### src/sv/bswo_pkg.sv
// bswo_pkg: shared types and constants for the bounded stack with overwrite
// request/result payload structs, request codes, controller states and commands
// no dependencies
`timescale 1ns / 1ps
`default_nettype none
package bswo_pkg;

  localparam int unsigned DEPTH_DEF     = 16;
  localparam int unsigned ITEM_BITS_DEF = 32;

  localparam int unsigned DATA_W  = 32;
  localparam int unsigned INDEX_W = 4;
  localparam int unsigned COUNT_W = 5;

  typedef enum logic [1:0] {
    REQ_PUSH  = 2'd0,
    REQ_POP   = 2'd1,
    REQ_PEEK  = 2'd2,
    REQ_CLEAR = 2'd3
  } req_type_e;

  typedef struct packed {
    req_type_e            req_type;
    logic [DATA_W-1:0]    push_data;
    logic [INDEX_W-1:0]   peek_index;
  } req_t;

  typedef struct packed {
    logic                 ok;
    logic [DATA_W-1:0]    item_data;
    logic [COUNT_W-1:0]   item_count;
    logic                 is_full;
    logic                 is_empty;
  } rsp_t;

  typedef enum logic [1:0] {
    ST_IDLE = 2'd0,
    ST_EXEC = 2'd1,
    ST_RESP = 2'd2
  } state_e;

  typedef struct packed {
    logic load;
    logic exec;
  } ctrl_cmd_t;

endpackage
`default_nettype wire

### src/sv/bswo_ram.sv
// bswo_ram: generic single-write, single-read RAM with registered read data
// no dependencies
`timescale 1ns / 1ps
`default_nettype none
module bswo_ram #(
  parameter int unsigned WIDTH = 32,
  parameter int unsigned DEPTH = 17
) (
  input  wire logic                     clk_i,
  input  wire logic                     we_i,
  input  wire logic [$clog2(DEPTH)-1:0] waddr_i,
  input  wire logic [WIDTH-1:0]         wdata_i,
  input  wire logic                     re_i,
  input  wire logic [$clog2(DEPTH)-1:0] raddr_i,
  output      logic [WIDTH-1:0]         rdata_o
);

  logic [WIDTH-1:0] mem_q [DEPTH];
  logic [WIDTH-1:0] rdata_q;

  always_ff @(posedge clk_i) begin
    if (we_i) begin
      mem_q[waddr_i] <= wdata_i;
    end
    if (re_i) begin
      rdata_q <= mem_q[raddr_i];
    end
  end

  assign rdata_o = rdata_q;

endmodule
`default_nettype wire

### src/sv/bswo_ctrl.sv
// bswo_ctrl: request sequencer (idle, execute, respond)
// depends on bswo_pkg
`timescale 1ns / 1ps
`default_nettype none
module bswo_ctrl (
  input  wire logic                clk_i,
  input  wire logic                rst_ni,
  input  wire logic                start_i,
  output      logic                busy_o,
  output      logic                done_o,
  output      bswo_pkg::ctrl_cmd_t cmd_o
);
  import bswo_pkg::*;

  state_e state_q, state_d;

  always_ff @(posedge clk_i or negedge rst_ni) begin
    if (!rst_ni) begin
      state_q <= ST_IDLE;
    end else begin
      state_q <= state_d;
    end
  end

  always_comb begin
    state_d = state_q;
    case (state_q)
      ST_IDLE: begin
        if (start_i) state_d = ST_EXEC;
      end
      ST_EXEC: begin
        state_d = ST_RESP;
      end
      ST_RESP: begin
        state_d = ST_IDLE;
      end
      default: begin
        state_d = ST_IDLE;
      end
    endcase
  end

  always_comb begin
    busy_o    = 1'b1;
    done_o    = 1'b0;
    cmd_o     = '0;
    case (state_q)
      ST_IDLE: begin
        busy_o     = 1'b0;
        cmd_o.load = start_i;
      end
      ST_EXEC: begin
        cmd_o.exec = 1'b1;
      end
      ST_RESP: begin
        done_o = 1'b1;
      end
      default: begin
        busy_o = 1'b1;
      end
    endcase
  end

endmodule
`default_nettype wire

### src/sv/bswo_dpath.sv
// bswo_dpath: ring pointers, item count, mode register and the slot store
// depends on bswo_pkg and bswo_ram
`timescale 1ns / 1ps
`default_nettype none
module bswo_dpath #(
  parameter int unsigned DEPTH     = bswo_pkg::DEPTH_DEF,
  parameter int unsigned ITEM_BITS = bswo_pkg::ITEM_BITS_DEF
) (
  input  wire logic                clk_i,
  input  wire logic                rst_ni,
  input  wire bswo_pkg::ctrl_cmd_t cmd_i,
  input  wire bswo_pkg::req_t      req_i,
  input  wire logic                cfg_we_i,
  input  wire logic                cfg_data_i,
  output      bswo_pkg::rsp_t      rsp_o
);
  import bswo_pkg::*;

  localparam int unsigned SLOTS = DEPTH + 1;
  localparam int unsigned PW    = $clog2(SLOTS);
  localparam int unsigned CW    = $clog2(DEPTH + 1);
  localparam int unsigned BW    = (CW > COUNT_W) ? CW : COUNT_W;
  localparam int unsigned DW    = (ITEM_BITS < DATA_W) ? ITEM_BITS : DATA_W;

  req_t            req_q;
  logic            cyc_q;
  logic [PW-1:0]   top_q, top_d;
  logic [PW-1:0]   bot_q, bot_d;
  logic [CW-1:0]   cnt_q, cnt_d;
  logic            ok_q, ok_d;
  logic            rd_q, rd_d;

  logic            full;
  logic [INDEX_W-1:0] sel_idx;
  logic [BW-1:0]   back_raw, cnt_ext, back_clamp;
  logic [PW-1:0]   back_p, read_slot, top_next;
  logic            ram_we, ram_re;
  logic [DW-1:0]   ram_rdata;

  function automatic logic [PW-1:0] ring_next(input logic [PW-1:0] s);
    ring_next = (s == PW'(SLOTS - 1)) ? '0 : s + PW'(1);
  endfunction

  // request latch (payload)
  always_ff @(posedge clk_i) begin
    if (cmd_i.load) begin
      req_q <= req_i;
    end
  end

  always_ff @(posedge clk_i or negedge rst_ni) begin
    if (!rst_ni) begin
      cyc_q <= 1'b0;
    end else if (cfg_we_i) begin
      cyc_q <= cfg_data_i;
    end
  end

  // slot of the k-th item from the top, clamped to the oldest
  always_comb begin
    full       = (cnt_q == CW'(DEPTH));
    sel_idx    = (req_q.req_type == REQ_POP) ? '0 : req_q.peek_index;
    back_raw   = BW'(sel_idx) + BW'(1);
    cnt_ext    = BW'(cnt_q);
    back_clamp = (back_raw > cnt_ext) ? cnt_ext : back_raw;
    back_p     = PW'(back_clamp);
    read_slot  = (top_q >= back_p) ? (top_q - back_p) : (top_q + PW'(SLOTS) - back_p);
    top_next   = ring_next(top_q);
  end

  always_comb begin
    top_d  = top_q;
    bot_d  = bot_q;
    cnt_d  = cnt_q;
    ok_d   = 1'b0;
    rd_d   = 1'b0;
    ram_we = 1'b0;
    ram_re = 1'b0;
    case (req_q.req_type)
      REQ_PUSH: begin
        if (!full || cyc_q) begin
          ram_we = cmd_i.exec;
          top_d  = top_next;
          // overwrite of the oldest item pushes the bottom along
          if (top_next == bot_q) bot_d = ring_next(bot_q);
          if (!full) cnt_d = cnt_q + CW'(1);
          ok_d   = 1'b1;
        end
      end
      REQ_POP: begin
        if (cnt_q != '0) begin
          ram_re = cmd_i.exec;
          top_d  = read_slot;
          cnt_d  = cnt_q - CW'(1);
          ok_d   = 1'b1;
          rd_d   = 1'b1;
        end
      end
      REQ_PEEK: begin
        if (cnt_q != '0) begin
          ram_re = cmd_i.exec;
          ok_d   = 1'b1;
          rd_d   = 1'b1;
        end
      end
      REQ_CLEAR: begin
        top_d = '0;
        bot_d = '0;
        cnt_d = '0;
      end
      default: begin
        top_d = top_q;
      end
    endcase
  end

  always_ff @(posedge clk_i or negedge rst_ni) begin
    if (!rst_ni) begin
      top_q <= '0;
      bot_q <= '0;
      cnt_q <= '0;
    end else if (cmd_i.exec) begin
      top_q <= top_d;
      bot_q <= bot_d;
      cnt_q <= cnt_d;
    end
  end

  always_ff @(posedge clk_i) begin
    if (cmd_i.exec) begin
      ok_q <= ok_d;
      rd_q <= rd_d;
    end
  end

  bswo_ram #(
    .WIDTH (DW),
    .DEPTH (SLOTS)
  ) u_ram (
    .clk_i   (clk_i),
    .we_i    (ram_we),
    .waddr_i (top_q),
    .wdata_i (DW'(req_q.push_data)),
    .re_i    (ram_re),
    .raddr_i (read_slot),
    .rdata_o (ram_rdata)
  );

  // read data is valid in the respond cycle and held there
  always_comb begin
    rsp_o.ok         = ok_q;
    rsp_o.item_data  = rd_q ? DATA_W'(ram_rdata) : '0;
    rsp_o.item_count = COUNT_W'(cnt_q);
    rsp_o.is_full    = (cnt_q == CW'(DEPTH));
    rsp_o.is_empty   = (cnt_q == '0);
  end

endmodule
`default_nettype wire

### src/sv/bounded_stack_with_overwrite.sv
// bounded_stack_with_overwrite: LIFO of DEPTH items in a ring of DEPTH+1 slots
// a start accepted in idle moves the request through the execute state and then the
// respond state, in which done_o is high and the result is taken
// a new request is taken only back in idle, after the respond state that waits for the
// registered read of the slot RAM; results cannot be stalled by the receiver
// reset: pointers, count and cyclic mode clear at once; slot contents are left unset
// depends on bswo_pkg, bswo_ctrl, bswo_dpath, bswo_ram
`timescale 1ns / 1ps
`default_nettype none
module bounded_stack_with_overwrite #(
  parameter int unsigned DEPTH     = bswo_pkg::DEPTH_DEF,
  parameter int unsigned ITEM_BITS = bswo_pkg::ITEM_BITS_DEF
) (
  input  wire logic           clk_i,
  input  wire logic           rst_ni,
  input  wire logic           start,
  output      logic           busy,
  input  wire bswo_pkg::req_t req_i,
  output      logic           done_o,
  output      bswo_pkg::rsp_t rsp_o,
  input  wire logic           cfg_valid_i,
  output      logic           cfg_ready_o,
  input  wire logic           cfg_data_i
);
  import bswo_pkg::*;

  ctrl_cmd_t cmd;
  logic      cfg_we;

  assign cfg_ready_o = ~busy;
  assign cfg_we      = cfg_valid_i & cfg_ready_o;

  bswo_ctrl u_ctrl (
    .clk_i  (clk_i),
    .rst_ni (rst_ni),
    .start_i(start),
    .busy_o (busy),
    .done_o (done_o),
    .cmd_o  (cmd)
  );

  bswo_dpath #(
    .DEPTH     (DEPTH),
    .ITEM_BITS (ITEM_BITS)
  ) u_dpath (
    .clk_i      (clk_i),
    .rst_ni     (rst_ni),
    .cmd_i      (cmd),
    .req_i      (req_i),
    .cfg_we_i   (cfg_we),
    .cfg_data_i (cfg_data_i),
    .rsp_o      (rsp_o)
  );

  // an accepted request passes through the execute state before its result
  a_accept_exec: assert property (@(posedge clk_i) disable iff (!rst_ni)
    (start && !busy) |=> (busy && !done_o))
    else $error("request did not enter execution");

  // after a result the block is free again
  a_done_idle: assert property (@(posedge clk_i) disable iff (!rst_ni)
    done_o |=> !busy)
    else $error("block still busy after result");

  a_flags: assert property (@(posedge clk_i) disable iff (!rst_ni)
    done_o |-> !(rsp_o.is_full && rsp_o.is_empty))
    else $error("full and empty together");

  // a failed or non-read request never carries item data
  a_no_item: assert property (@(posedge clk_i) disable iff (!rst_ni)
    (done_o && !rsp_o.ok) |-> (rsp_o.item_data == '0))
    else $error("item data on failed request");

endmodule
`default_nettype wire
### config.mk
export PLATFORM = sky130hd
export DESIGN_NAME = bounded_stack_with_overwrite
export DESIGN_NICKNAME = d
export VERILOG_FILES = /design/src/sv/bswo_pkg.sv /design/src/sv/bswo_ram.sv /design/src/sv/bswo_ctrl.sv /design/src/sv/bswo_dpath.sv /design/src/sv/bounded_stack_with_overwrite.sv
export SDC_FILE = /design/constraint.sdc
export NUM_CORES = 1
export LEC_CHECK = 0
export ABC_AREA = 0
export ABC_CLOCK_PERIOD_IN_PS = 11900
export BUFFER_PORTS_ARGS = -buffer_cell sky130_fd_sc_hd__buf_2
export CELL_PAD_IN_SITES_DETAIL_PLACEMENT = 1
export CELL_PAD_IN_SITES_GLOBAL_PLACEMENT = 1
export CORE_MARGIN = 2
export CORE_UTILIZATION = 37
export CTS_CLUSTER_DIAMETER = 120
export CTS_CLUSTER_SIZE = 24
export DETAILED_ROUTE_END_ITERATION = 8
export PLACE_DENSITY_LB_ADDON = 0.2
export SLEW_MARGIN = 20
export SYNTH_ARGS = -nofsm -noshare
export SYNTH_HDL_FRONTEND = slang
export SYNTH_HIERARCHICAL = 1
export SYNTH_SLANG_ARGS = --single-unit
### constraint.sdc
create_clock -name clk_i -period 11.9 [get_ports clk_i]
set_input_delay 0.595 -clock clk_i [delete_from_list [all_inputs] [get_ports clk_i]]
set_output_delay 0.595 -clock clk_i [all_outputs]
set_load 0.005 [all_outputs]
==> flow_summary.yaml <==
sta:
  worst_clock_skew_ns: 0.0158
  max_slew_margin_pct: 30.2
  slew_viol_final: 0
  worst_pin_slew_ns: 1.05
  rsz0062_at_grt: "false"
  finalHoldViolCount: 0
  period_share_pct: 68.1
  fmax_mhz: 123
  finalSetupTns_ns: 0
  post-route-min-period_ns: 8.10
  setup_viol: 0
routing:
  routed_wl_mm: 58.1
  via_per_inst: 5.39
  route.detailed.drc: 0
  drt_iter0_drc: 899
  detail_route.wl_per_cell_um: 27.1
  num_vias: 11600
  drtAntennaViolNets: 0
  dr.pass1.iters: 5
die:
  die_area_sq_mm: 0.0699
  die_x_um: 264
  io_pins: 86
  core_sq_mm: 0.0672
  std_cell_rows: 95
  start_util_pct: 37.3
  chipHeight_um: 264
synth:
  synth_top_area_share_pct: 73.8
  synth_most_common_cell: "edfxtp_1"
  synthXorXnorAreaFrac_pct: 0.344
  netlist-cell-type-count: 60
  synth_compound_area_share_pct: 4.06
  synth_top_family_by_area: "multiplexers"
  synth-adder-area-share_pct: 1.70
  synth-edff-count: 616
  synthesis.nets: 1251
  synth_simple_gate_area_share_pct: 3.23
  synth_area_leaders: "edfxtp_1 74%, mux4_2 11%, mux2i_1 1.6%"
  syn_area_sq_mm: 0.0251
  syn_inst: 1177
  synth_seq_area_share_pct: 75.1
  yosysTopAreaCell: "edfxtp_1"
  async_reset_ff_share_pct: 2.07
  ys_seq_elements: 629
  yosys_warnings: 6
  ys.flop_type: "edfxtp_1"
  muxShareOfSynthArea_pct: 13.4
  synthTopCellsByCount: "616 x edfxtp_1, 121 x mux4_2, 54 x nor2_1, 39 x mux2i_1, 34 x and2_1"
  avgSynthCellArea_sq_um: 21.3
setup_path:
  cp_top_family: "adder cells"
  cp_common_cell: "ha_1"
  crit_buf_inv: 6
  endpoint_kind: "register"
  crit_required_ns: 12.35
  slowest_delay_ns: 0.78
  path_class: "register to register"
  cp_max_fo: 47
  crit_path_top_delay_cell: "buf_4"
  worst_setup_path_start_kind: "register"
  worstPathArrival_ns: 8.55
global_route:
  grt.total_usage_pct: 16.9
  grt_pass1_vias: 12500
  grt-ovfl-total: 0
  grt_pass1_wl_mm: 86.3
  antenna_found_initial: 0
  grt_max_degree: 98
finish:
  drive_gt1_share_pct: 27.0
  num_antenna_cells: 0
  num-nets-final: 1341
  syn_to_final_growth_pct: 9.02
run_status:
  status: "finished, final reports clean"
clock_network:
  htree_levels: 1
  cts_resized: 0
  cts.sinks: 629
  clk_latency_ns: 0.62
  cts-root-buf: "clkbuf_16"
  path_clk_slew_ns: 0.10
  cts_buffer_depth: 3
  cts_buffers: 30
  cts_tree: "yes"
placement:
  dp_hpwl_mm: 30.0
  place.gp.congestion: 0.746
  io_buffers: 85
run:
  drv_cap: 0
hold_path:
  holdCritPathClass: "primary input to register"
-- metal layers --
layer	vias to the layer above	wire length (um)	global-route usage [%]
met5	-	0	0
met4	0	779	2.61
met3	48	1780	1.79
met2	185	28900	28.4
met1	6329	26700	24.3
li1	4988	-	-
-- timing repair --
item	4_1_cts	5_1_grt
hold buffers	1	0
buffers inserted	0	0
endpoints found under the hold margin	13	0
-- flip-flops by register name (all words and copies together) (netlist names) --
| register | flops |
|---|---|
| u_dpath/cyc_q | 1 |
| u_ctrl/state_q | 2 |
| u_dpath/ok_q | 1 |
| u_dpath/u_ram/mem_q | 544 |
| u_dpath/top_q | 5 |
| u_dpath/u_ram/rdata_o | 32 |
| u_dpath/cnt_ext | 5 |
| u_dpath/req_q | 38 |
| u_dpath/rd_q | 1 |
-- per-stage QoR --
stage               hold WS [ns]  instance area [sq um]  worst slack (ns)  util [%]  instances
floorplan                  0.299                  25100              6.21         -       1177
global placement           0.515                  26500              3.93      39.5       2107
detailed placement         0.526                  26500              3.71      39.5       2107
CTS                       0.0944                  27300              3.65      40.7       2142
global route              0.0979                  27300              3.21      40.7       2142
finish                     0.144                  27300              3.80      40.7       2142
-- path summary, 6_finish.rpt --
check / from / end / cells after the start / slack, ns
max in group asynchronous: rst_ni / u_dpath/top_q[2] / 2 / 11.24
min: req_i[0] / u_dpath/req_q[0] / 1 / 0.14
max reg2reg: u_dpath/req_q[37] / u_dpath/u_ram/rdata_o[30] / 25 / 3.80
max: u_dpath/req_q[37] / u_dpath/u_ram/rdata_o[30] / 25 / 3.80
min in group asynchronous: rst_ni / u_dpath/cnt_ext[3] / 2 / 0.40
min reg2reg: u_ctrl/state_q[0] / u_ctrl/state_q[0] / 1 / 0.54
-- cell type report --
class                      instances  area, sq um
multi-input combinational        471         5860
fill                            6283        39800
tap                              873         1090
clock buffer                      31          776
sequential                       629        18800
timing repair buffer             117          681
clock inverter                     3         26.3
inverter                          18         70.1
-- layout by cell type (no fill, tap or decap), types with 3 or more instances in the layout --
master	count
a21o_1	6
a21oi_1	10
a221oi_1	7
a221oi_2	26
and2_1	34
buf_2	85
buf_4	30
clkbuf_16	31
dfrtp_1	13
edfxtp_1	616
fa_1	5
ha_1	26
inv_1	16
mux2i_1	39
mux4_1	7
mux4_2	121
nand2_1	16
nand2b_1	6
nand3_1	4
nand3b_1	3
nor2_1	41
nor2_4	13
nor2b_1	10
nor3b_2	3
o21a_1	5
o21ai_1	7
o22ai_1	23
o22ai_2	10
xnor2_1	5
xor2_1	3
-- cells by family (layout without fill, tap and decap cells) --
| group | Yosys count | in the layout |
|---|---|---|
| DFF | 629 | 629 |
| muxes | 172 | 172 |
| xor gates and xnor gates | 9 | 9 |
| adders and majority gates | 31 | 31 |
| AOI/OAI and AO/OA | 107 | 107 |
| buffers and inverters | 77 | 169 |
| and+or+nand+nor | 152 | 152 |
Power is left out: the tool's default activity adds up to more than one toggle a clock period on the data nets, which glitch-free logic cannot reach.
